`src/sv/tsf_pkg.sv`:
```
// ----------------------------------------------------------------------------
// Tone slant filter package
// Field widths, register indexes and shared types of the tilt filter.
// ----------------------------------------------------------------------------
package tsf_pkg;

	// Field widths fixed by the register map and the number formats
	localparam int TAP_W      = 7;
	localparam int COEF_FRAC  = 17;
	localparam int COEF_W     = 18;
	localparam int SLANT_W    = 16;
	localparam int CFG_IDX_W  = 2;
	localparam int CFG_DATA_W = 16;

	// Register indexes
	localparam logic [CFG_IDX_W-1:0] REG_TAP_COUNT = 2'd0;
	localparam logic [CFG_IDX_W-1:0] REG_SLANT     = 2'd1;

	typedef logic [COEF_W-1:0] coef_t;

	// Per-step strobes from the sequencer to each channel lane
	typedef struct packed {
		logic load;     // take a new sample, clear the accumulator
		logic mac_en;   // memory data valid this cycle, multiply
		logic tap_ok;   // history row was written, else treat as zero
		logic diff_en;  // form x - 2*lowpass
		logic prod_en;  // multiply by slant
		logic sum_en;   // round and combine the partial products
	} lane_ctrl_t;

endpackage

```
`src/sv/tsf_lane.sv`:
```
// ----------------------------------------------------------------------------
// Tilt filter channel lane
// Multiply-accumulate over the history taps, then x + (x - 2*lowpass)*slant
// with round half up and saturation to the sample width.
// ----------------------------------------------------------------------------
module tsf_lane #(
	parameter int SAMPLE_WIDTH = 24
) (
	input  logic                                clk,
	input  logic                                arst_n,
	input  tsf_pkg::lane_ctrl_t                 ctrl,
	input  logic signed [SAMPLE_WIDTH-1:0]      sample,
	input  logic signed [SAMPLE_WIDTH-1:0]      hist,
	input  tsf_pkg::coef_t                      coef,
	input  logic signed [tsf_pkg::SLANT_W-1:0]  slant,
	output logic signed [SAMPLE_WIDTH-1:0]      result
);

	localparam int SW    = SAMPLE_WIDTH;
	localparam int SLW   = tsf_pkg::SLANT_W;
	localparam int PW    = SW + tsf_pkg::COEF_W + 1;
	localparam int ACC_W = PW + tsf_pkg::TAP_W;
	localparam int D_W   = ACC_W + 2;
	localparam int HI_W  = D_W - SLW;
	localparam int A_W   = HI_W + SLW;
	localparam int B_W   = 2 * SLW + 2;
	localparam int S_W   = A_W + 1;
	localparam int T_W   = S_W - SLW;
	localparam int Y_W   = T_W + 1;

	localparam logic signed [B_W-1:0] RND  = B_W'(1) << (2 * SLW - 1);
	localparam logic signed [Y_W-1:0] YMAX = $signed({{(Y_W-SW+1){1'b0}}, {(SW-1){1'b1}}});
	localparam logic signed [Y_W-1:0] YMIN = $signed({{(Y_W-SW+1){1'b1}}, {(SW-1){1'b0}}});

	logic signed [SW-1:0]    x_q;
	logic signed [PW-1:0]    prod_s2;
	logic                    pv_s2;
	logic signed [ACC_W-1:0] acc_q;
	logic signed [D_W-1:0]   d_q;
	logic signed [A_W-1:0]   a_q;
	logic signed [B_W-1:0]   b_q;
	logic signed [T_W-1:0]   t_q;

	logic signed [SW-1:0]    hist_m;
	logic signed [HI_W-1:0]  d_hi;
	logic signed [SLW:0]     d_lo;
	logic signed [S_W-1:0]   b_ext;
	logic signed [S_W-1:0]   ssum;
	logic signed [T_W-1:0]   t_d;
	logic signed [Y_W-1:0]   ysum;

	// Drop taps that were never written
	assign hist_m = ctrl.tap_ok ? hist : '0;

	// Split the difference into a high part and an unsigned low half-word
	assign d_hi = $signed(d_q[D_W-1:SLW]);
	assign d_lo = $signed({1'b0, d_q[SLW-1:0]});

	// Combine partial products, then drop the rounding fraction
	always_comb begin
		b_ext = S_W'(b_q);
		ssum  = S_W'(a_q) + (b_ext >>> SLW);
		t_d   = T_W'(ssum >>> SLW);
	end

	// Add the tilt term and clamp
	always_comb begin
		ysum = Y_W'(x_q) + Y_W'(t_q);
		if (ysum > YMAX) begin
			result = YMAX[SW-1:0];
		end else if (ysum < YMIN) begin
			result = YMIN[SW-1:0];
		end else begin
			result = ysum[SW-1:0];
		end
	end

	// Track which product stage holds a tap
	always_ff @(posedge clk or negedge arst_n) begin
		if (!arst_n) begin
			pv_s2 <= 1'b0;
		end else begin
			pv_s2 <= ctrl.mac_en;
		end
	end

	// Datapath registers
	always_ff @(posedge clk) begin
		if (ctrl.load) begin
			x_q   <= sample;
			acc_q <= '0;
		end else if (pv_s2) begin
			acc_q <= acc_q + ACC_W'(prod_s2);
		end
		if (ctrl.mac_en) begin
			prod_s2 <= hist_m * $signed({1'b0, coef});
		end
		if (ctrl.diff_en) begin
			d_q <= (D_W'(x_q) <<< tsf_pkg::COEF_FRAC) - (D_W'(acc_q) <<< 1);
		end
		if (ctrl.prod_en) begin
			a_q <= d_hi * slant;
			b_q <= d_lo * slant + RND;
		end
		if (ctrl.sum_en) begin
			t_q <= t_d;
		end
	end

endmodule

```
`config.mk`:
```
export PLATFORM = sky130hd
export DESIGN_NAME = tsf_lane
export DESIGN_NICKNAME = d
export VERILOG_FILES = /design/src/sv/tsf_pkg.sv /design/src/sv/tsf_lane.sv
export SDC_FILE = /design/constraint.sdc
export NUM_CORES = 2
export LEC_CHECK = 0
export BUFFER_PORTS_ARGS = -buffer_cell sky130_fd_sc_hd__buf_2
export CAP_MARGIN = 20
export CORE_ASPECT_RATIO = 0.9
export CORE_UTILIZATION = 25
export CTS_BUF_LIST = sky130_fd_sc_hd__clkbuf_4 sky130_fd_sc_hd__clkbuf_8 sky130_fd_sc_hd__clkbuf_16
export DETAILED_ROUTE_END_ITERATION = 16
export GPL_TIMING_DRIVEN = 0
export PLACE_DENSITY_LB_ADDON = 0.15
export SETUP_SLACK_MARGIN = 0.3
export SYNTH_ARGS = -nofsm -noshare
export SYNTH_HDL_FRONTEND = slang
export SYNTH_SLANG_ARGS = --single-unit
```
`constraint.sdc`:
```
create_clock -name clk -period 7.35 [get_ports clk]
set_input_delay 1.47 -clock clk [delete_from_list [all_inputs] [get_ports clk]]
set_output_delay 1.47 -clock clk [all_outputs]
set_load 0.1 [all_outputs]
```
==> results by group <==
Status
  • Status: finished, violations left
  • Failing checks: negative setup slack

Drt
  • Avg WL per Cell: 21.05 µm
  • DR pass1 iterations: 5
  • Antenna viol nets, final: 0
  • Vias: ~46k
  • Via density: between 4 and 5
  • Total wire length: ~210,000 µm
  • DRC violations left: 0
  • DRT iter0 DRCs: around 2.8k

Synth
  • FFs w/ async S/R, synth: less than 1%
  • Syn_area_per_cell: roughly 9 µm²
  • Post-Synthesis Cell Area: 61,120 µm²
  • Synth Register Bits: 276
  • Ranking of synthesized cells by area: fa_1, edfxtp_1, ha_1, inv_1, nand2_1
  • Synth unique cells: between 90 and 100
  • Post-synth top area cell: fa_1
  • Synthesized Nets: 8,424
  • Mapped Cells: about 6.7k
  • Yosys top cell area share: 37.83%
  • Yosys warns: 0
  • Sequential area share after synthesis: 12.73%
  • Post-synth EDFFs: 225
  • Prevailing post-synth register cell: edfxtp_1

STA
  • Setup TNS Final: -822.1 ps
  • Slew Limit Fails: 0
  • Unrepaired setup endpoints after global routing: true
  • Peak Freq: 0.1329 GHz
  • Final period demand of the worst path: 7527 ps
  • Worst-Margin Slew: 922.3 ps
  • Slew margin rel.: 38.51%
  • Setup Skew: roughly 29 ps
  • Period utilisation layout: 102.4%
  • Final hold violations: 0
  • Final Worst Setup Slack: -176.9 ps
  • Setup violators final: 12

Clock tree
  • H-tree depth: 2
  • Clk sinks: 276
  • Hold-fix buffers, CTS: 0
  • CTS clock-pin slew for the worst setup and hold paths: about 60 ps
  • Clk buf depth: 3
  • Total CTS buffers: 36
  • CTS root buffer: clkbuf_16
  • CTS tree: done
  • Skew-Pair Late Insertion Delay: between 500 and 600 ps

Die
  • Chip width: 523.2 µm
  • Starting density of the core: 25.24%
  • Core area: 242,200 µm²
  • Die Span Y: between 400 and 500 µm
  • Cell Rows: 171
  • Die area: 246,500 µm²
  • Top Ports: 114

Setup path
  • Data arrival time of the worst path: ~7800 ps
  • CP Capture Type: flip-flop
  • Cell family with most CP delay: adder cells
  • Reg2Reg Setup Slack: -20 ps
  • Cell mode on critical path: fa_1
  • Buf/Inv on CP: 8
  • CP max FO: 10
  • Crit path launch type: input pin
  • Data required, critical path: 7660 ps
  • CP max stage delay: slightly below 600 ps
  • Slowest stage cell on the critical path: fa_1
  • Critical path class: input pin to flip-flop

Min path
  • Worst hold path type: flip-flop to flip-flop

Global route
  • Initial antenna violation count: 16
  • Congestion Overflow GR: 0
  • Tot GR Track Use: 17.61%
  • Largest net degree at the start of global routing: 58
  • Number of global-route vias before repair: 50.23k
  • First-pass GRT wire length: 324,400 µm

Place
  • Gpl congestion: 0.8742
  • Post-DP HPWL: 177,400 µm
  • IO buf count: 110

Cells and area
  • Area occupied by multi-input gates: 48,420 µm²
  • Register area: 7782 µm²
  • Layout filler cell count: 25.81k
  • Layout cells sized above 1: 12.80%
  • Final Util: 29.75%
  • Area growth from synthesis to final layout: 17.88%
  • Final Net Count: ~8.7k
  • Most frequent cells in the layout: inv_1, fa_1, nand2_1
  • Most common cell after layout, fill and taps aside: inv_1

Job
  • MaxCap Viol Count: 0
==> tightest hold or removal path: cells and delay by family (launching register included) <==
family / cells / cell delay, ps
and+or+nand+nor: 1 / 70
AOI/OAI and AO/OA: 1 / 60
DFF: 1 / 330
==> path summary, 6_finish.rpt <==
kind / cells past startpoint / end / from
min in group asynchronous: 1 / pv_s2$_DFF_PN0_ / arst_n
setup reg to reg: 24 / a_q[46]$_DFFE_PP_ / d_q[26]$_DFFE_PP_
hold reg to reg: 2 / acc_q[48]$_SDFFE_PP0P_ / acc_q[48]$_SDFFE_PP0P_
hold / removal: 2 / acc_q[48]$_SDFFE_PP0P_ / acc_q[48]$_SDFFE_PP0P_
setup / recovery: 27 / prod_s2[42]$_DFFE_PP_ / coef[7]
max in group asynchronous: 1 / pv_s2$_DFF_PN0_ / arst_n
==> Yosys cell counts (all sizes together) (9+ instances only) <==
master / number
inv: 1486
a21oi: 245
a211o: 11
o22ai: 10
and3: 260
nor2b: 39
nand3: 60
buf: 13
a31oi: 18
nand4: 30
clkbuf: 256
nand2: 756
fa: 1155
nor3: 46
edfxtp: 225
nand2b: 49
o21ai: 145
a21o: 147
xnor2: 183
nor2: 231
mux2i: 36
a211oi: 33
o21a: 29
o21bai: 40
o211ai: 14
a311oi: 9
ha: 522
dfxtp: 50
and2: 344
xor2: 79
or3: 10
o31ai: 15
==> per-layer routing <==
layer  wire, µm  share of wire [%]  vias to the layer above  global-route usage (%)
met5         13             0.0061                        -                       0
met4       6647                3.1                        2                   4.623
met3       8486                3.9                      243                   1.466
met2      99600                 46                     1045                   29.34
met1     100100                 47                    23660                   24.41
li1           -                  -                    21330                       -
==> kinds of logic after synthesis <==
group           count (synthesis)  synth area share, %
simple gates                 1854                14.84
xor+xnor                      262                3.754
fa+ha+maj                    1677                48.51
flops                         276                12.73
buf+inv                      1756                10.83
mux                            39               0.6448
compound gates                793                8.681
==> metrics by stage <==
step	worst slack, ps	cells	hold slack, ps	instance area, µm²
6_report	-176.9	10210	509.0	72060
5_1_grt	-317.1	10200	542.8	72050
4_1_cts	-124.6	10140	508.9	70660
3_5_place_dp	-2189	9971	500.4	66760
3_3_place_gp	-2218	9967	496.6	66650
2_1_floorplan	-43.64	6657	467.7	62090
==> registers in the layout, summed over array words and instances, names as in the netlist <==
register and count:
a_q 52, d_q 51, acc_q 50, prod_s2 43
t_q 37, x_q 24, b_q 18, pv_s2 1
==> timing repair <==
action / CTS / global route
cloned: 3 / 2
endpoints found under the setup margin: 80 / 57
pin swaps: 77 / 112
gates resized for setup: 425 / 259
setup buffers: 102 / 56
==> cell type report <==
cell class | instances | area share [%]
diodes | 3 | 0.01042
multi-input cells | 4625 | 67.20
clock inverters | 22 | 0.3004
inverters | 1487 | 7.788
plain buffers | 269 | 3.473
clock buffers | 44 | 1.408
repair buffers | 279 | 3.462
flip-flops and latches | 276 | 10.80
well taps | 3200 | 5.557
Power is left out: the tool's default activity adds up to more than one toggle a clock period on the data nets, which glitch-free logic cannot reach.
