**src/sv/tsf_ram.sv**
```systemverilog
// ----------------------------------------------------------------------------
// Generic RAM
// One write port and one read port, read data registered.
// ----------------------------------------------------------------------------
module tsf_ram #(
	parameter int WIDTH = 8,
	parameter int DEPTH = 16
) (
	input  logic                     clk,
	input  logic                     we,
	input  logic [$clog2(DEPTH)-1:0] waddr,
	input  logic [WIDTH-1:0]         wdata,
	input  logic [$clog2(DEPTH)-1:0] raddr,
	output logic [WIDTH-1:0]         rdata
);

	logic [WIDTH-1:0] mem [DEPTH];

	// Write, and register the read data
	always_ff @(posedge clk) begin
		if (we) begin
			mem[waddr] <= wdata;
		end
		rdata <= mem[raddr];
	end

endmodule

```
**config.mk**
```make
export PLATFORM = sky130hd
export DESIGN_NAME = tsf_ram
export DESIGN_NICKNAME = d
export VERILOG_FILES = /design/src/sv/tsf_ram.sv
export SDC_FILE = /design/constraint.sdc
export NUM_CORES = 1
export LEC_CHECK = 0
export BUFFER_PORTS_ARGS = -buffer_cell sky130_fd_sc_hd__buf_2
export CORE_MARGIN = 2
export CORE_UTILIZATION = 40
export CTS_CLUSTER_SIZE = 24
export DETAILED_ROUTE_END_ITERATION = 8
export HOLD_SLACK_MARGIN = 0.03
export SLEW_MARGIN = 40
export SYNTH_ARGS = -nofsm -noshare
export SYNTH_HDL_FRONTEND = slang
export SYNTH_SLANG_ARGS = --single-unit
export TNS_END_PERCENT = 10
```
**constraint.sdc**
```tcl
create_clock -name clk -period 2.8 [get_ports clk]
set_input_delay 0.28 -clock clk [delete_from_list [all_inputs] [get_ports clk]]
set_output_delay 0.28 -clock clk [all_outputs]
set_load 0.05 [all_outputs]
```
==> flow_summary.ini, run 1 <==
[sta]
hold_viol = 0
tightestPinTransition_ns = 0.833
rsz0062_at_grt = false
setup_viol = 0
skew_ns = 0.00564
period_share_pct = 55.8
slew_headroom_pct = 44.3
setup_ws_ns = 1.24
fmax_ghz = 0.640
fin_setup_tns_ns = 0
period_needed_ns = 1.56
report.final.slew_viol_count = 0

[synthesis]
netlist.top_cell.by_area = edfxtp_1
synth.distinct_cells = 19
synthCells = 229
synth.area.top_cells = edfxtp_1 75%, mux4_2 7.9%, mux4_1 7.1%
yosys_warnings = 0
synth.avg_cell_area_um2 = 22.5
syn_nets = 247
synth-seq-cells = 136
synth.yosys.seq_area_share_pct = 77.8
netlist_area_um2 = 5150
synth_top_area_share_pct = 74.7

[placed_design]
gp_congestion = 0.769
placed_cell_area_um2 = 5540
io_buffers = 25
hpwl_mm = 5.96
pre_cts_ws_ns = 0.786

[worst_setup_path]
crit_type = input pin to flop
r2r_cells = 3
endpoint_kind = flop
crit_arrival_ns = 1.86
path_max_fanout = 20
r2r_slack_ns = 1.43
required_ns = 3.10
critical_path.startpoint_type = input pin

[pwr]
switchingPower_uw = 981
swShare_pct = 19.2
peakVddDrop_mv = 0.517
p_total_uw = 5100
seq_power_share_pct = 44.9
powerDensity_nw_per_um2 = 819
combPwrFrac_pct = 4.9
leakagePower_uw = 0.00212
p_int_uw = 4120
p_clk_share_pct = 50.2

[route]
viasPerCell = 5.19
drcViolationCount = 0
drt_iter0_drc = 299
ant_nets = 0
first_pass_iters = 4
vias = 2412
wl_mm = 9.83
routedWlPerCell_um = 21.1

[min_path]
holdPathStages = 1
min_path_type = input pin to flop

[grt]
grt_max_degree = 30
gr-total-overflow = 0
antenna_found_initial = 0
grt_pass1_vias = 2489
grt_pass1_wl_mm = 15.1
grt_use_total_pct = 15.5

[layout]
insertedDiodeCount = 0
drive_above_1_share_pct = 31.4
postLayoutCellArea_um2 = 6230
layout_commonest_cell = edfxtp_1
syn_to_final_growth_pct = 21.0
final_cell_mix = 128 x edfxtp_1, 25 x buf_2, 18 x mux4_2
final_nets = 298

[status]
outcome = completed

[cts]
cts_tree = done
clk_path_buf_depth = 2
cts_root_buf = clkbuf_16
ctsResizeCount = 0
cts_setup_buffers = 0
clkTransAtPathRegs_ns = 0.06
holdBufCountCts = 0
cts.sinks = 136
htreeDepth = 4
numCtsBuffers = 17
insertion_delay_ns = 0.41

[run]
cap_violations = 0

[floorplan]
die_area_um2 = 13800
die_x_um = 117
row_count = 41
core-area_um2 = 12600
fp.dieH_um = 117
ios = 26
initial_core_util_pct = 41.0
==> worst paths after layout <==
check                                  to       start
worst max register to register   rdata[1]   mem[1][1]
worst min register to register   rdata[1]  mem[14][1]
worst max-delay path             rdata[3]    raddr[0]
worst min-delay path            mem[0][2]    wdata[2]
==> cell families (layout without fill, tap and decap cells) <==
| logic type | Yosys count | count (layout) | synth area share, % |
|---|---|---|---|
| flops | 136 | 136 | 77.8 |
| simple gates | 35 | 35 | 3.18 |
| mux | 32 | 32 | 15.0 |
| compound gates | 16 | 16 | 2.33 |
| buf+inv | 10 | 74 | 1.68 |
==> stage by stage <==
stage / instances / utilization (%) / hold WS (ns)
after floorplan: 229 / - / 0.379
after global placement: 433 / 44.1 / 0.651
after detailed placement: 433 / 44.1 / 0.668
after CTS: 465 / 49.5 / 0.243
after global routing: 465 / 49.5 / 0.251
final: 465 / 49.5 / 0.254
==> metal layers <==
metal | GRT usage [%] | vias up | part of all wire [%] | routed length (µm)
li1 | - | 1077 | - | -
met4 | 6.33 | 0 | 1.5 | 150
met1 | 19.9 | 1250 | 43 | 4230
met5 | 0 | - | 0 | 0
met2 | 25.0 | 74 | 50 | 4880
met3 | 4.47 | 11 | 5.8 | 568
==> flip-flops by register name, summed over array words and instances, names as in the netlist <==
register	count
mem	128
rdata	8
==> power by group through the flow <==
stage               clock [µW]  combinational, µW  sequential, µW
floorplan                    0                116            2380
global placement             0                250            2330
detailed placement           0                256            2330
CTS                       2590                256            2290
global route              2690                271            2290
finish                    2560                251            2290
==> synthesized netlist by cell type (all sizes together) <==
library cell and instances:
nor3 4, nor2b 1, and2 1, clkdlybuf4s25 3
nand2b 2, buf 7, nor2 13, mux4 32
a22oi 16, and2b 1, edfxtp 128, dfxtp 8
nand3b 2, nand3 1, or3b 1, nand2 9
==> cell type report <==
class	count	area [µm²]
fill	1011	6340
sequential	136	4000
multi-input combinational	83	1060
clock buffer	18	429
timing repair buffer	42	265
clock inverter	14	253
tap	172	215
==> critical path, stage by stage <==
cell,delay [ns]
buf_2,0.37
buf_12,0.26
mux4_1,0.59
a22oi_1,0.27
nand2_1,0.08
(Power assumes the default switching activity.)
==> run 2: changes to the inputs <==
Clock period 2.8 ns to 1.6 ns, I/O delays scaled along.
==> flow_summary.ini, run 2 (synthesis gave the netlist of run 1 again) <==
[status]
outcome = completed

[floorplan]
fp.dieH_um = 117
initial_core_util_pct = 41.0
core-area_um2 = 12600
row_count = 41
die_area_um2 = 13800
ios = 26
die_x_um = 117

[sta]
period_share_pct = 85.8
period_needed_ns = 1.37
report.final.slew_viol_count = 0
slew_headroom_pct = 50.8
setup_ws_ns = 0.226
fmax_ghz = 0.728
fin_setup_tns_ns = 0
tightestPinTransition_ns = 0.736
skew_ns = 0.00369
rsz0062_at_grt = false
hold_viol = 0
setup_viol = 0
worst_hold_slack_ns = 0.155

[cts]
cts.sinks = 136
clk_path_buf_depth = 2
htreeDepth = 4
numCtsBuffers = 17
insertion_delay_ns = 0.40
ctsResizeCount = 0
cts_tree = done
clkTransAtPathRegs_ns = 0.06
cts_setup_buffers = 0
holdBufCountCts = 0
cts_root_buf = clkbuf_16

[worst_setup_path]
r2r_slack_ns = 0.23
path_max_fanout = 1
crit_type = flop to flop
crit_path_start = mem[1][1]
slowest_stage = mux4_1
r2r-end = rdata[1]
required_ns = 1.88
max_stage_delay_ns = 0.51
crit_arrival_ns = 1.66
critical_path.startpoint_type = flop
r2r_cells = 3
crit_path_cell_trace = mux4_1 -> a22oi_1 -> nand2_1
critPathCapture = rdata[1]
worst_r2r_startpoint = mem[1][1]
endpoint_kind = flop

[layout]
drive_above_1_share_pct = 31.2
regArea_um2 = 4000
insertedDiodeCount = 0
syn_to_final_growth_pct = 20.1
largest_reg_flops = 128
final_cell_mix = 128 x edfxtp_1, 25 x buf_2, 19 x buf_4
n_fill_cell = 1024
multi_input_area_um2 = 1060
largest_register = mem
layout_commonest_cell = edfxtp_1
reg_top3 = mem x128, rdata x8
final_nets = 303

[route]
ant_nets = 0
routedWlPerCell_um = 20.2
drcViolationCount = 0
vias = 2439
viasPerCell = 5.19
drt_iter0_drc = 301
wl_mm = 9.50
first_pass_iters = 4

[grt]
grt_pass1_vias = 2541
grt_max_degree = 21
antenna_found_initial = 0
grt_use_total_pct = 14.8
grt_pass1_wl_mm = 14.7
gr-total-overflow = 0

[pwr]
p_total_uw = 8210
powerDensity_nw_per_um2 = 1330
leakagePower_uw = 0.00210
peakVddDrop_mv = 0.734

[run]
cap_violations = 0

[placed_design]
hpwl_mm = 6.25
io_buffers = 25
pre_cts_ws_ns = 0.0134
gp_congestion = 0.722

[min_path]
min_path_type = input pin to flop
run 2: cell types whose count changed in the layout (fill, tap and decap cells not counted):
cell	change
nor3_1	-1
clkinv_2	+1
buf_12	+2
nor2_2	-1
nor3_2	+1
clkinv_4	-1
buf_4	+3
nor2_1	+1
bufinv_16	-4
clkbuf_1	+4
run 2: how the worst min path moves through the flow:
stage                         from   endpoint  slack, ns  cells past startpoint
after floorplan           wdata[0]  mem[0][0]       0.26                      0
after global placement    wdata[4]  mem[5][4]       0.55                      1
after detailed placement  wdata[7]  mem[6][7]       0.57                      1
after CTS                 wdata[0]  mem[6][0]       0.14                      1
after global routing      wdata[5]  mem[0][5]       0.15                      1
final                     wdata[3]  mem[6][3]       0.16                      1
run 2: through the flow:
stage                     util (%)  area [µm²]  cells
after floorplan                  -        5150    229
after global placement        44.6        5610    438
after detailed placement      44.6        5610    438
after CTS                     49.2        6180    470
after global routing          49.2        6180    470
final                         49.2        6180    470
run 2: final cells by class:
class / instances / area share (%)
clock buffers: 22 / 7.18
flip-flops and latches: 136 / 64.8
clock inverters: 10 / 2.08
repair buffers: 47 / 5.30
multi-input cells: 83 / 17.2
well taps: 172 / 3.48
run 2: power breakdown:
group	internal, µW	switching, µW	leakage (µW)
Sequential	3990	22.7	0.00122
Clock	2430	1310	0.000275
Combinational	167	286	0.000601
Total	6580	1620	0.00210
run 2: per-layer routing:
| metal | vias to the layer above | routed length [µm] | global-route usage (%) |
|---|---|---|---|
| met1 | 1275 | 4210 | 19.8 |
| li1 | 1085 | - | - |
| met3 | 6 | 553 | 4.82 |
| met5 | - | 0 | 0 |
| met4 | 0 | 80 | 5.12 |
| met2 | 73 | 4650 | 23.0 |
run 2: worst max-delay path, delay by kind of cell (launching register included):
kind,cells,cell delay [ns]
AOI/OAI and AO/OA,1,0.29
and+or+nand+nor,1,0.09
muxes,1,0.51
DFF,1,0.37
==> run 3: changes to the inputs <==
Settings changed: CORE_UTILIZATION 40 to 30.
==> flow_summary.ini, run 3 (synthesis gave the netlist of run 1 again) <==
[status]
outcome = completed

[pwr]
p_clk_share_pct = 46.9
leakagePower_uw = 0.00214
combPwrFrac_pct = 5.5
seq_power_share_pct = 47.6
peakVddDrop_mv = 0.777
switchingPower_uw = 1760
swShare_pct = 20.9
p_int_uw = 6660
powerDensity_nw_per_um2 = 1330

[floorplan]
fp.dieH_um = 135
die_x_um = 135
die_area_um2 = 18200
initial_core_util_pct = 30.8
ios = 26
row_count = 47
core-area_um2 = 16700

[grt]
busiest_layer = met2
grt_use_total_pct = 12.3
grt_use_met1_pct = 15.7
grt_pass1_wl_mm = 16.0
met2_usage_pct = 19.9
grt_use_met3_pct = 4.17
antenna_found_initial = 0
grt_pass1_vias = 2673
grt_max_degree = 20
gr-total-overflow = 0

[placed_design]
post-place-cells = 491
io_buffers = 25
gp_congestion = 0.735
hpwl_mm = 6.81
pre_cts_ws_ns = -0.0605

[cts]
htreeDepth = 4
cts.sinks = 136
cts_root_buf = clkbuf_16
insertion_delay_ns = 0.41
cts_tree = done
numCtsBuffers = 17
holdBufCountCts = 0
clk_path_buf_depth = 2
ctsResizeCount = 0
clkTransAtPathRegs_ns = 0.05
cts_setup_buffers = 0

[route]
first_pass_iters = 4
viasPerCell = 4.64
drt_iter0_drc = 188
wl_mm = 10.3
vias = 2426
drcViolationCount = 0
routedWlPerCell_um = 19.7
ant_nets = 0

[sta]
period_needed_ns = 1.35
rsz0062_at_grt = false
report.final.slew_viol_count = 0
skew_ns = 0.00844
fmax_ghz = 0.738
slew_headroom_pct = 46.1
period_share_pct = 84.7
fin_setup_tns_ns = 0
hold_viol = 0
setup_ws_ns = 0.245
setup_viol = 0
tightestPinTransition_ns = 0.808
worst_hold_slack_ns = 0.141

[layout]
largest_reg_flops = 128
insertedDiodeCount = 0
final_nets = 308
largest_register = mem
reg_top3 = mem x128, rdata x8
syn_to_final_growth_pct = 22.8
n_fill_cell = 1523
drive_above_1_share_pct = 34.3
final_cell_mix = 128 x edfxtp_1, 25 x buf_2, 24 x buf_4
stdcell_count = 523
layout_commonest_cell = edfxtp_1

[run]
cap_violations = 0

[worst_setup_path]
path_max_fanout = 1
crit_arrival_ns = 1.64
endpoint_kind = flop
required_ns = 1.88
critical_path.startpoint_type = flop
crit_type = flop to flop

[min_path]
min_path_type = input pin to flop
==> run 3: cell type report <==
class | instances | area [µm²] | share of cell area [%]
flip-flops and latches | 136 | 4000 | 63.3
well taps | 220 | 275 | 4.35
multi-input cells | 83 | 1060 | 16.8
clock inverters | 14 | 175 | 2.77
repair buffers | 52 | 365 | 5.78
clock buffers | 18 | 439 | 6.95
==> run 3: worst paths after layout <==
check | from | to | slack [ns] | depth (start not counted)
setup reg to reg | mem[9][2] | rdata[2] | 0.25 | 3
hold reg to reg | mem[14][6] | rdata[6] | 0.68 | 3
hold / removal | wdata[1] | mem[5][1] | 0.14 | 1
setup / recovery | mem[9][2] | rdata[2] | 0.25 | 3
==> run 3: critical path, stage by stage (launching register included) <==
cell and delay, ns:
edfxtp_1 0.35, mux4_1 0.50, a22oi_1 0.29, nand2_1 0.09
==> run 3: power groups by stage <==
stage          combinational [µW]  sequential (µW)  clock, µW
5_1_grt                       502             4010       4160
2_1_floorplan                 202             4160          0
3_5_place_dp                  470             4080          0
3_3_place_gp                  461             4080          0
6_report                      464             4010       3950
4_1_cts                       473             4010       4010
==> run 3: through the flow <==
stage	power [µW]	instance area, µm²	util [%]
CTS	8490	6320	37.8
detailed placement	4550	5710	34.2
global placement	4540	5710	34.2
floorplan	4360	5150	-
finish	8420	6320	37.8
global route	8670	6320	37.8
==> run 3: routing by layer <==
layer,vias to the layer above,part of all wire [%]
met4,0,0.99
met2,58,51
met3,10,5.0
li1,1095,-
met5,-,0
met1,1263,43
