--- src/sv/tsf_pkg.sv ---
// ----------------------------------------------------------------------------
// Tone slant filter package
// Field widths, register indexes and shared types of the tilt filter.
// ----------------------------------------------------------------------------
package tsf_pkg;

	// Field widths fixed by the register map and the number formats
	localparam int TAP_W      = 7;
	localparam int COEF_FRAC  = 17;
	localparam int COEF_W     = 18;
	localparam int SLANT_W    = 16;
	localparam int CFG_IDX_W  = 2;
	localparam int CFG_DATA_W = 16;

	// Register indexes
	localparam logic [CFG_IDX_W-1:0] REG_TAP_COUNT = 2'd0;
	localparam logic [CFG_IDX_W-1:0] REG_SLANT     = 2'd1;

	typedef logic [COEF_W-1:0] coef_t;

	// Per-step strobes from the sequencer to each channel lane
	typedef struct packed {
		logic load;     // take a new sample, clear the accumulator
		logic mac_en;   // memory data valid this cycle, multiply
		logic tap_ok;   // history row was written, else treat as zero
		logic diff_en;  // form x - 2*lowpass
		logic prod_en;  // multiply by slant
		logic sum_en;   // round and combine the partial products
	} lane_ctrl_t;

endpackage

--- src/sv/tsf_coef_build.sv ---
// ----------------------------------------------------------------------------
// Triangular window coefficient builder
// Fills the coefficient memory with round((N-k)/N^2) in Q1.17, one entry
// per pass of a restoring divider that retires one quotient bit a cycle.
// ----------------------------------------------------------------------------
module tsf_coef_build #(
	parameter int MAX_TAPS = 128
) (
	input  logic                        clk,
	input  logic                        arst_n,
	input  logic                        start,
	input  logic [tsf_pkg::TAP_W-1:0]   n_taps,
	output logic                        busy,
	output logic                        coef_we,
	output logic [$clog2(MAX_TAPS)-1:0] coef_waddr,
	output tsf_pkg::coef_t              coef_wdata
);

	localparam int AW    = $clog2(MAX_TAPS);
	localparam int CW    = (AW > tsf_pkg::TAP_W) ? AW : tsf_pkg::TAP_W;
	localparam int SQ_W  = 2 * tsf_pkg::TAP_W;
	localparam int RW    = SQ_W + 1;
	localparam int NUM_W = tsf_pkg::TAP_W + tsf_pkg::COEF_FRAC;
	localparam int IT_W  = $clog2(tsf_pkg::COEF_W);

	localparam logic [1:0] BS_IDLE  = 2'd0;
	localparam logic [1:0] BS_SETUP = 2'd1;
	localparam logic [1:0] BS_ITER  = 2'd2;
	localparam logic [1:0] BS_WRITE = 2'd3;

	logic [1:0]                state_q;
	logic [tsf_pkg::TAP_W-1:0] n_q;
	logic [SQ_W-1:0]           sq_q;
	logic [AW-1:0]             k_q;
	logic [IT_W-1:0]           it_q;
	logic [RW-1:0]             r_q;
	tsf_pkg::coef_t            q_q;

	logic [NUM_W-1:0] num;
	logic [RW-1:0]    shifted;
	logic             ge;
	logic             last_k;

	// Numerator (N-k)*2^17 + N^2/2 and one divider step
	always_comb begin
		num     = {n_q - tsf_pkg::TAP_W'(k_q), {tsf_pkg::COEF_FRAC{1'b0}}}
			+ NUM_W'(sq_q >> 1);
		shifted = {r_q[RW-2:0], q_q[tsf_pkg::COEF_W-1]};
		ge      = (shifted >= RW'(sq_q));
		last_k  = (CW'(k_q) == CW'(n_q - 1'b1));
	end

	// Sequence entries and divider steps; a new start restarts the sweep
	always_ff @(posedge clk or negedge arst_n) begin
		if (!arst_n) begin
			state_q <= BS_IDLE;
			n_q     <= '0;
			sq_q    <= '0;
			k_q     <= '0;
			it_q    <= '0;
			r_q     <= '0;
			q_q     <= '0;
		end else if (start) begin
			n_q     <= n_taps;
			sq_q    <= n_taps * n_taps;
			k_q     <= '0;
			state_q <= BS_SETUP;
		end else begin
			case (state_q)
				BS_IDLE: begin
				end
				BS_SETUP: begin
					// quotient fits in COEF_W bits, so the upper part starts below N^2
					r_q     <= RW'(num >> tsf_pkg::COEF_W);
					q_q     <= num[tsf_pkg::COEF_W-1:0];
					it_q    <= '0;
					state_q <= BS_ITER;
				end
				BS_ITER: begin
					r_q  <= ge ? (shifted - RW'(sq_q)) : shifted;
					q_q  <= {q_q[tsf_pkg::COEF_W-2:0], ge};
					it_q <= it_q + 1'b1;
					if (it_q == IT_W'(tsf_pkg::COEF_W - 1)) begin
						state_q <= BS_WRITE;
					end
				end
				BS_WRITE: begin
					if (last_k) begin
						state_q <= BS_IDLE;
					end else begin
						k_q     <= k_q + 1'b1;
						state_q <= BS_SETUP;
					end
				end
				default: state_q <= BS_IDLE;
			endcase
		end
	end

	assign busy       = (state_q != BS_IDLE);
	assign coef_we    = (state_q == BS_WRITE);
	assign coef_waddr = k_q;
	assign coef_wdata = q_q;

endmodule

--- config.mk ---
export PLATFORM = sky130hd
export DESIGN_NAME = tsf_coef_build
export DESIGN_NICKNAME = d
export VERILOG_FILES = /design/src/sv/tsf_pkg.sv /design/src/sv/tsf_coef_build.sv
export SDC_FILE = /design/constraint.sdc
export NUM_CORES = 1
export LEC_CHECK = 0
export ABC_AREA = 1
export BUFFER_PORTS_ARGS = -buffer_cell sky130_fd_sc_hd__buf_2
export CELL_PAD_IN_SITES_DETAIL_PLACEMENT = 1
export CELL_PAD_IN_SITES_GLOBAL_PLACEMENT = 2
export CORE_ASPECT_RATIO = 0.7
export CORE_MARGIN = 2
export CORE_UTILIZATION = 39
export CTS_CLUSTER_SIZE = 30
export DETAILED_ROUTE_END_ITERATION = 6
export PLACE_DENSITY = 0.86
export SLEW_MARGIN = 0
export SYNTH_ARGS = -nofsm -noshare
export SYNTH_HDL_FRONTEND = slang
export SYNTH_SLANG_ARGS = --single-unit
export TNS_END_PERCENT = 50
--- constraint.sdc ---
create_clock -name clk -period 3 [get_ports clk]
set_clock_uncertainty 0.1 [all_clocks]
set_input_delay 0.15 -clock clk [delete_from_list [all_inputs] [get_ports clk]]
set_output_delay 0.15 -clock clk [all_outputs]
set_load 0.05 [all_outputs]
==> impl_metrics.tcl, run 1 <==
set metrics [dict create \
    routedWlPerCell_um 16.7 \
    critPathArrivalTime_ns 3.43 \
    antenna_cells 0 \
    wl_met3_um 762 \
    worstSkewPairLatency_ns 0.33 \
    syn2layout_area_growth_pct 25.2 \
    die_area_um2 15300 \
    min_period_ns 3.28 \
    hp-class "in -> reg" \
    p_switching_mw 3.05 \
    p_int_mw 3.23 \
    avgSynthCellArea_um2 7.20 \
    die_y_um 104 \
    grt_pass1_wl_mm 28.5 \
    grt_pass1_vias 5606 \
    detailedRoute.firstIterationViolations 260 \
    p_sw_frac 0.486 \
    fin_ws_ns -0.281 \
    crit_buf_inv 5 \
    cts-root-buf "clkbuf_16" \
    power_frac_comb 0.601 \
    start_util 0.400 \
    netlist_top_cells_count "nand2_1, inv_1, dfrtp_1" \
    cts_tree "yes" \
    core-area_um2 13900 \
    dr_wl_met2_mm 8.08 \
    clockBufferDepth 2 \
    synthArstFlopShare 1.00 \
    die_w_um 147 \
    path_clk_slew_ns 0.06 \
    power_frac_seq 0.211 \
    dr.pass1.iters 4 \
    drive_above_1_share 0.213 \
    start_kind "input port" \
    cp_top_family "adder cells" \
    routed_via_density 5.16 \
    crit_chain "buf_4 -> nand2_2 -> inv_2 -> ha_4 -> xor2_1 -> fa_1 -> inv_2 -> fa_1 -> inv_2 -> fa_1 -> inv_2 -> ha_4 -> a21oi_4 -> a21boi_4 -> o21ai_2 -> nand2_1 -> nand3_1 -> o21ai_1" \
    drv_slew 0 \
    cts_max_level 3 \
    synthTopCellsByArea "dfrtp_1, nand2_1, ha_1" \
    max_slew_margin 0.518 \
    cts_sinks 65 \
    nFillCells 1719 \
    tns_ns -1.75 \
    drtAntennaViolNets 0 \
    r2r-start "sq_q[10]" \
    port_buffers 36 \
    cp_max_fo 5 \
    tightest_slew_ns 0.722 \
    worstSetupStartpoint "n_taps[2]" \
    end_kind "register" \
    cp_slowest_stage_delay_ns 0.50 \
    final_nets 919 \
    syn_inst 773 \
    grt_usage 0.233 \
    grt_max_degree 33 \
    crit_type "in -> reg" \
    drt_wl_total_mm 17.4 \
    period_share 1.09 \
    hpwl_mm 13.1 \
    yosys_register_bits 65 \
    min_from "n_taps[6]" \
    yosysWarnings 0 \
    synth_edf_count 0 \
    hold_violations 0 \
    multiInputGateArea_um2 3700 \
    critPathRequiredTime_ns 3.15 \
    routed.top_layer "met4" \
    synth_fp_nets 849 \
    yosysUniqueCellTypes 45 \
    status "finished with violations" \
    finalSetupViolations 7 \
    violations "setup timing" \
    powerDensity_nw_per_um2 902 \
    place_congestion 0.898 \
    clockPowerShare 0.188 \
    drc_errors 0 \
    grt_setup_unrepaired "true" \
    seq_area_frac_synth 0.292 \
    ys.flop_type "dfrtp_1" \
    cpMostUsedCell "inv_2" \
    yosys.area.top_type "dfrtp_1" \
    synth_most_common_cell "nand2_1" \
    antenna_found_initial 0 \
    cp_slowest_cell "fa_1" \
    max_freq_mhz 305 \
    via_count 5352 \
    ff_latch_area_um2 1630 \
    drv_cap 0 \
    syn-cell-area_um2 5560 \
    leakage_nw 3.69 \
    synth_top_area_frac 0.292 \
    overflow 0 \
    power_mw 6.28 \
    num_rows 36 \
    cts_made_buffers 9 \
    wl_met1_mm 8.39 \
    max-vdd-ir-drop_uv 424 \
    ios 37 \
]
worst paths after layout:
path | end | slack, ns | cells past startpoint
worst max-delay path | sq_q[9] | -0.28 | 18
worst min-delay path | n_q[6] | 0.03 | 4
worst min register to register | sq_q[5] | 0.40 | 2
min in group asynchronous | coef_wdata[2] | 0.19 | 2
max in group asynchronous | sq_q[8] | 1.81 | 3
worst max register to register | r_q[6] | 0.59 | 11
through the flow:
stage          cells  cell area, um2  setup WS, ns   util  hold WS, ns
2_1_floorplan    773            5730        -0.440      -       -0.246
3_3_place_gp    1018            6280        -0.576  0.451      0.00684
3_5_place_dp    1018            6280        -0.719  0.451       0.0235
4_1_cts         1035            6750        -0.213  0.485       0.0215
5_1_grt         1038            6970        -0.380  0.501       0.0541
6_report        1038            6970        -0.281  0.501       0.0283
sequential cells by signal, indices dropped and copies added (netlist names):
register	cells
coef_wdata	18
r_q	14
sq_q	12
coef_waddr	7
n_q	7
it_q	5
state_q	2
per-layer routing:
metal  up-vias  GRT usage
met5         -          0
met3        16     0.0439
met4         0     0.0485
met2        81      0.369
met1      2636      0.332
li1       2619          -
repair_timing:
item	in CTS	in global routing
pin swaps	9	20
resized for setup	36	44
buffers inserted	0	3
hold endpoints to repair	14	0
endpoints found under the setup margin	7	9
hold buffers	1	0
power by group through the flow:
| stage | clock network, mW | logic, mW | registers (mW) |
|---|---|---|---|
| global placement | 0 | 3.17 | 1.33 |
| finish | 1.18 | 3.78 | 1.32 |
| global route | 1.26 | 4.15 | 1.36 |
| CTS | 1.20 | 3.45 | 1.32 |
| detailed placement | 0 | 3.28 | 1.34 |
| floorplan | 0 | 2.10 | 1.60 |
cell families after synthesis:
logic type      after synthesis  synth area share
simple gates                362             0.286
xor+xnor                     21            0.0331
mux                           1           0.00180
compound gates              106             0.112
buf+inv                     152             0.108
fa+ha+maj                    66             0.167
flops                        65             0.292
area by class of cell:
cell class / count / area share
multi-input combinational: 556 / 0.530
sequential: 65 / 0.233
timing repair buffer: 81 / 0.0846
inverter: 130 / 0.0700
clock buffer: 11 / 0.0363
tap: 190 / 0.0341
clock inverter: 5 / 0.0111
placed cells by master (no fill, tap or decap), types with 22 or more instances in the layout:
cell type | synthesis | final
nand2_1 | 199 | 184
inv_1 | 127 | 119
dfrtp_1 | 65 | 65
nand3_1 | 56 | 48
nor2_1 | 55 | 47
buf_4 | 0 | 45
ha_1 | 52 | 44
buf_2 | 7 | 29
a21oi_1 | 29 | 24
o21ai_0 | 28 | 22
worst reg2reg max path: stages (launching register included):
cell     delay (ns)
dfrtp_1        0.36
inv_1          0.14
ha_1           0.31
a21oi_1        0.28
nand2_1        0.12
nand2_1        0.07
nand2_1        0.08
nor2_4         0.16
nand2_4        0.21
or2_2          0.34
nand3_1        0.09
nand2_1        0.05
Note: power is estimated with default switching activity, not from simulation.
==> inputs of run 2 (changes only) <==
--- a/config.mk
+++ b/config.mk
@@ -14,7 +14,7 @@
 export CORE_UTILIZATION = 39
 export CTS_CLUSTER_SIZE = 30
 export DETAILED_ROUTE_END_ITERATION = 6
-export PLACE_DENSITY = 0.86
+export PLACE_DENSITY_LB_ADDON = 0.1
 export SLEW_MARGIN = 0
 export SYNTH_ARGS = -nofsm -noshare
 export SYNTH_HDL_FRONTEND = slang
==> run 2 against run 1 <==
  * The run still ends with setup timing left
  * Hold slack worse by 0.012 ns
  * Via count is 0.50% lower
  * Flip-flop and latch count stayed put
  * Non-clock buffer count is 1 lower
  * Routed wire length is 0.86% lower
  * Clock power hardly changed
  * Fmax is 1.4% higher
  * Sequential share of layout area is 0.25 points higher
  * Die area stayed put
  * Core utilization is 0.52 points lower
  * Cell area is 1.0% lower
  * First-iteration DRC count is 3.5% lower
==> impl_metrics.tcl, run 2 (synthesized netlist as in run 1, its figures left out) <==
set metrics [dict create \
    fin_util 0.495 \
    antenna_cells 0 \
    final_common_cell "nand2_1" \
    routedWlPerCell_um 16.6 \
    overflow 0 \
    worstSkewPairLatency_ns 0.34 \
    nFillCells 1733 \
    ff_latch_area_um2 1630 \
    multiInputGateArea_um2 3660 \
    cts-root-buf "clkbuf_16" \
    cts_tree "yes" \
    num_rows 36 \
    end_kind "register" \
    crit_type "in -> reg" \
    grt_pass1_wl_mm 28.1 \
    finalSetupViolations 7 \
    antenna_found_initial 0 \
    die_w_um 147 \
    dr.pass1.iters 5 \
    cts_sinks 65 \
    final_nets 918 \
    hpwl_mm 13.0 \
    start_util 0.400 \
    critPathArrivalTime_ns 3.39 \
    leakage_nw 3.67 \
    detailedRoute.firstIterationViolations 251 \
    max_freq_mhz 309 \
    grt_pass1_vias 5472 \
    path_clk_slew_ns 0.06 \
    status "finished with violations" \
    final_cell_mix "nand2_1, inv_1, dfrtp_1" \
    fin_ws_ns -0.235 \
    hp-class "in -> reg" \
    largest_reg_flops 18 \
    period_share 1.08 \
    violations "setup timing" \
    tightest_slew_ns 0.871 \
    die_y_um 104 \
    via_count 5325 \
    r2r_end "r_q[5]" \
    cts_max_level 3 \
    min_from "n_taps[6]" \
    grt_setup_unrepaired "true" \
    start_kind "input port" \
    hold_violations 0 \
    min_to "n_q[6]" \
    worstRegToRegCells 12 \
    cts_made_buffers 9 \
    min_period_ns 3.23 \
    grt_usage 0.232 \
    pre_cts_ws_ns -0.704 \
    cp_max_fo 5 \
    drv_slew 0 \
    critPathRequiredTime_ns 3.15 \
    ios 37 \
    place_congestion 0.879 \
    drtAntennaViolNets 0 \
    hold_depth 4 \
    drive_above_1_share 0.197 \
    routed_via_density 5.14 \
    r2r-start "state_q[0]" \
    core-area_um2 13900 \
    grt_max_degree 66 \
    powerDensity_nw_per_um2 882 \
    clockBufferDepth 2 \
    syn2layout_area_growth_pct 23.9 \
    max_slew_margin 0.419 \
    drc_errors 0 \
    reg2reg_slack_ns 0.54 \
    port_buffers 36 \
    max-vdd-ir-drop_uv 427 \
    drv_cap 0 \
    drt_wl_total_mm 17.2 \
    die_area_um2 15300 \
]
[run 2: cell count changes in the layout (fill, tap and decap cells not counted), sizes merged]
cell / previous run / this run
buf: 80 / 78
clkinvlp: 1 / 0
clkbuf: 11 / 12
clkinv: 3 / 4
[run 2: cell type report]
cell class                      instances  share of cell area
Multi-Input combinational cell        556               0.530
Sequential cell                        65               0.236
Timing Repair Buffer                   80              0.0818
Inverter                              130              0.0708
Clock buffer                           11              0.0352
Tap cell                              190              0.0345
Clock inverter                          5              0.0114
[run 2: worst max-delay path by stage]
stage	endpoint	slack, ns	cells past startpoint	start
floorplan	sq_q[8]	-0.44	17	n_taps[1]
global placement	sq_q[9]	-0.56	18	n_taps[6]
detailed placement	sq_q[9]	-0.70	15	n_taps[3]
CTS	sq_q[12]	-0.21	19	n_taps[3]
global route	sq_q[9]	-0.34	19	n_taps[1]
finish	sq_q[9]	-0.23	18	n_taps[2]
[run 2: where the power goes]
part	switching [mW]	total [mW]	internal (mW)	leakage [nW]
sequential	0.215	1.33	1.12	0.836
combinational	2.34	3.59	1.25	2.67
clock	0.411	1.16	0.749	0.159
[run 2: per-layer routing]
metal | share of wire | vias to the layer above | global-route usage
met3 | 0.025 | 9 | 0.0395
met2 | 0.46 | 60 | 0.370
met4 | 0.0073 | 0 | 0.0506
li1 | - | 2623 | -
met1 | 0.50 | 2633 | 0.331
met5 | 0 | - | 0
[run 2: worst max-delay path, stage by stage]
cell and delay (ns):
buf_6 0.11, nand2_4 0.06, inv_2 0.05, ha_4 0.23, xor2_2 0.17, fa_1 0.51, inv_2 0.04, fa_1 0.48
inv_1 0.05, fa_1 0.49, inv_2 0.05, ha_4 0.25, a21oi_4 0.21, a21boi_2 0.24, o21ai_1 0.08, nand2_1 0.06
nand3_1 0.06, o21ai_0 0.09
[run 2: through the flow]
step	power [mW]	std cells	TNS, ns	hold slack (ns)	instance area [um2]
2_1_floorplan	3.69	773	-2.84	-0.246	5730
3_3_place_gp	4.50	1019	-4.06	0.289	6280
3_5_place_dp	4.63	1019	-5.09	0.306	6280
4_1_cts	5.98	1037	-1.26	0.00645	6770
5_1_grt	6.58	1037	-2.20	0.0248	6900
6_report	6.08	1037	-1.42	0.0164	6900
[run 2: timing repair]
item | 4_1_cts | 5_1_grt
gates resized for setup | 39 | 22
hold endpoints to repair | 65 | 0
hold buffers | 1 | 0
pin swaps | 15 | 11
setup endpoints to repair | 7 | 7
setup buffers | 1 | 0
==> inputs of run 3 (changes only) <==
--- a/config.mk
+++ b/config.mk
@@ -5,13 +5,13 @@
 export SDC_FILE = /design/constraint.sdc
 export NUM_CORES = 1
 export LEC_CHECK = 0
-export ABC_AREA = 1
+export ABC_AREA = 0
 export BUFFER_PORTS_ARGS = -buffer_cell sky130_fd_sc_hd__buf_2
 export CELL_PAD_IN_SITES_DETAIL_PLACEMENT = 1
 export CELL_PAD_IN_SITES_GLOBAL_PLACEMENT = 2
 export CORE_ASPECT_RATIO = 0.7
 export CORE_MARGIN = 2
-export CORE_UTILIZATION = 39
+export CORE_UTILIZATION = 40
 export CTS_CLUSTER_SIZE = 30
 export DETAILED_ROUTE_END_ITERATION = 6
 export PLACE_DENSITY_LB_ADDON = 0.1
==> run 3 against run 2 <==
  * The flow still finishes with violations (setup timing)
  * Worst setup slack worse by 0.17 ns
  * Critical endpoint is now sq_q[11]
  * Register-to-register slack worse by 0.31 ns
  * Fmax decreased by 5.0%
  * Critical path depth did not move
  * Final cell count decreased by 20%
  * Count of clock-buffer cells in the layout stayed put
  * Via count decreased by 16%
  * Synthesized cell count decreased by 25%
  * Core utilization is 0.40 points higher
==> impl_metrics.tcl, run 3 <==
set metrics [dict create \
    synth_edf_count 0 \
    grt.met1_usage 0.316 \
    synth_top_area_frac 0.308 \
    overflow 0 \
    place_congestion 0.790 \
    cts_tree "yes" \
    p_sw_frac 0.459 \
    routedWlPerCell_um 17.6 \
    die_w_um 141 \
    critPathArrivalTime_ns 3.51 \
    worstRegToRegCells 8 \
    holdWs_ns 0.0473 \
    hold_depth 3 \
    core-area_um2 13000 \
    final_nets 733 \
    ys.flop_type "dfrtp_1" \
    drv_slew 0 \
    drc_errors 0 \
    period_share 1.13 \
    yosysWarnings 0 \
    grt_max_degree 41 \
    final_common_cell "dfrtp_1" \
    yosys_register_bits 65 \
    avgSynthCellArea_um2 9.14 \
    drtAntennaViolNets 0 \
    min_period_ns 3.40 \
    end_kind "register" \
    grt_setup_unrepaired "true" \
    yosysUniqueCellTypes 61 \
    cts_max_level 3 \
    use_met2 0.349 \
    leakage_nw 3.05 \
    tightest_slew_ns 0.547 \
    start_kind "input port" \
    netlist_top_cells_count "dfrtp_1, nand2_1, ha_1" \
    cts-root-buf "clkbuf_16" \
    critPathRequiredTime_ns 3.11 \
    max_slew_margin 0.636 \
    port_buffers 36 \
    routed_via_density 5.42 \
    grt_pass1_vias 4769 \
    syn_inst 577 \
    clockBufferDepth 2 \
    synth_fp_nets 653 \
    synthTopCellsByArea "dfrtp_1, ha_1, fa_1" \
    crit_type "in -> reg" \
    hold_violations 0 \
    power_frac_comb 0.581 \
    path_clk_slew_ns 0.05 \
    max-vdd-ir-drop_uv 314 \
    clockPowerShare 0.181 \
    worstSkewPairLatency_ns 0.34 \
    max_freq_mhz 294 \
    finalSetupViolations 8 \
    final_cell_mix "dfrtp_1, nand2_1, buf_4" \
    largest_reg_flops 18 \
    nFillCells 1508 \
    antenna_found_initial 0 \
    p_int_mw 2.96 \
    drive_above_1_share 0.241 \
    antenna_cells 0 \
    die_area_um2 14100 \
    power_frac_seq 0.238 \
    hpwl_mm 11.1 \
    grt_usage 0.223 \
    via_count 4475 \
    p_switching_mw 2.52 \
    busiest_layer "met2" \
    tns_ns -2.25 \
    start_util 0.405 \
    cp_max_fo 4 \
    dr.pass1.iters 4 \
    hp-class "in -> reg" \
    seq_area_frac_synth 0.308 \
    violations "setup timing" \
    grt_pass1_wl_mm 24.9 \
    cts_made_buffers 9 \
    powerDensity_nw_per_um2 844 \
    drv_cap 0 \
    fin_ws_ns -0.404 \
    yosys.area.top_type "dfrtp_1" \
    num_rows 35 \
    drt_wl_total_mm 14.5 \
    status "finished with violations" \
    die_y_um 100 \
    detailedRoute.firstIterationViolations 193 \
    cts_sinks 65 \
    ios 37 \
    syn-cell-area_um2 5270 \
    syn2layout_area_growth_pct 23.2 \
    grt_util_met3 0.0410 \
    reg2reg_slack_ns 0.23 \
    synthArstFlopShare 1.00 \
]
## run 3: power by group through the flow
stage | combinational (mW) | sequential (mW) | clock [mW]
global route | 3.56 | 1.34 | 1.06
finish | 3.19 | 1.30 | 0.991
global placement | 2.89 | 1.31 | 0
CTS | 3.19 | 1.31 | 1.02
floorplan | 1.85 | 1.57 | 0
detailed placement | 2.99 | 1.32 | 0
## run 3: what timing repair did
| action | in CTS | in global routing |
|---|---|---|
| hold endpoints to repair | 65 | 0 |
| buffers inserted | 7 | 0 |
| pin swaps | 15 | 3 |
| gates resized for setup | 39 | 0 |
| hold buffers | 1 | 0 |
| setup endpoints to repair | 8 | 8 |
## run 3: final cells by class
class / instances / area [um2] / share of cell area
Clock buffer: 11 / 253 / 0.0389
Sequential cell: 65 / 1630 / 0.250
Multi-Input combinational cell: 438 / 3510 / 0.540
Inverter: 47 / 176 / 0.0272
Clock inverter: 3 / 17.5 / 0.00270
Timing Repair Buffer: 96 / 708 / 0.109
Tap cell: 166 / 208 / 0.0320
## run 3: per-layer routing
layer | vias up | part of all wire
met4 | 0 | 0.019
met1 | 2185 | 0.50
li1 | 2197 | -
met5 | - | 0
met3 | 25 | 0.029
met2 | 68 | 0.45
## run 3: through the flow
step	cells	util	cell area, um2	power, mW	setup slack (ns)
floorplan	577	-	5380	3.42	-0.656
global placement	804	0.462	6010	4.20	-0.825
detailed placement	804	0.462	6010	4.31	-0.971
CTS	826	0.499	6490	5.52	-0.399
global route	826	0.499	6490	5.95	-0.526
finish	826	0.499	6490	5.48	-0.404
## run 3: kinds of logic after synthesis
| logic type | Yosys count | synth area share |
|---|---|---|
| DFF | 65 | 0.308 |
| muxes | 32 | 0.0622 |
| adders and majority gates | 66 | 0.177 |
| AOI/OAI and AO/OA | 137 | 0.177 |
| buffers and inverters | 74 | 0.0548 |
| xor gates and xnor gates | 33 | 0.0548 |
| and+or+nand+nor | 170 | 0.166 |
## run 3: path summary, 6_finish.rpt
path,endpoint,startpoint
max reg2reg,r_q[0],sq_q[10]
max,sq_q[11],n_taps[6]
min in group asynchronous,coef_wdata[17],arst_n
min reg2reg,coef_wdata[13],coef_wdata[13]
max in group asynchronous,n_q[6],arst_n
min,n_q[6],n_taps[6]
## run 3: critical path: stages
cell	delay, ns
buf_8	0.08
nand2_4	0.04
xor2_1	0.16
ha_1	0.30
inv_2	0.05
fa_1	0.51
inv_1	0.06
fa_1	0.48
inv_1	0.05
fa_1	0.49
inv_2	0.05
ha_4	0.21
and4_1	0.15
a211oi_2	0.17
o21ai_2	0.10
a31oi_1	0.17
xor2_1	0.19
mux2i_1	0.10
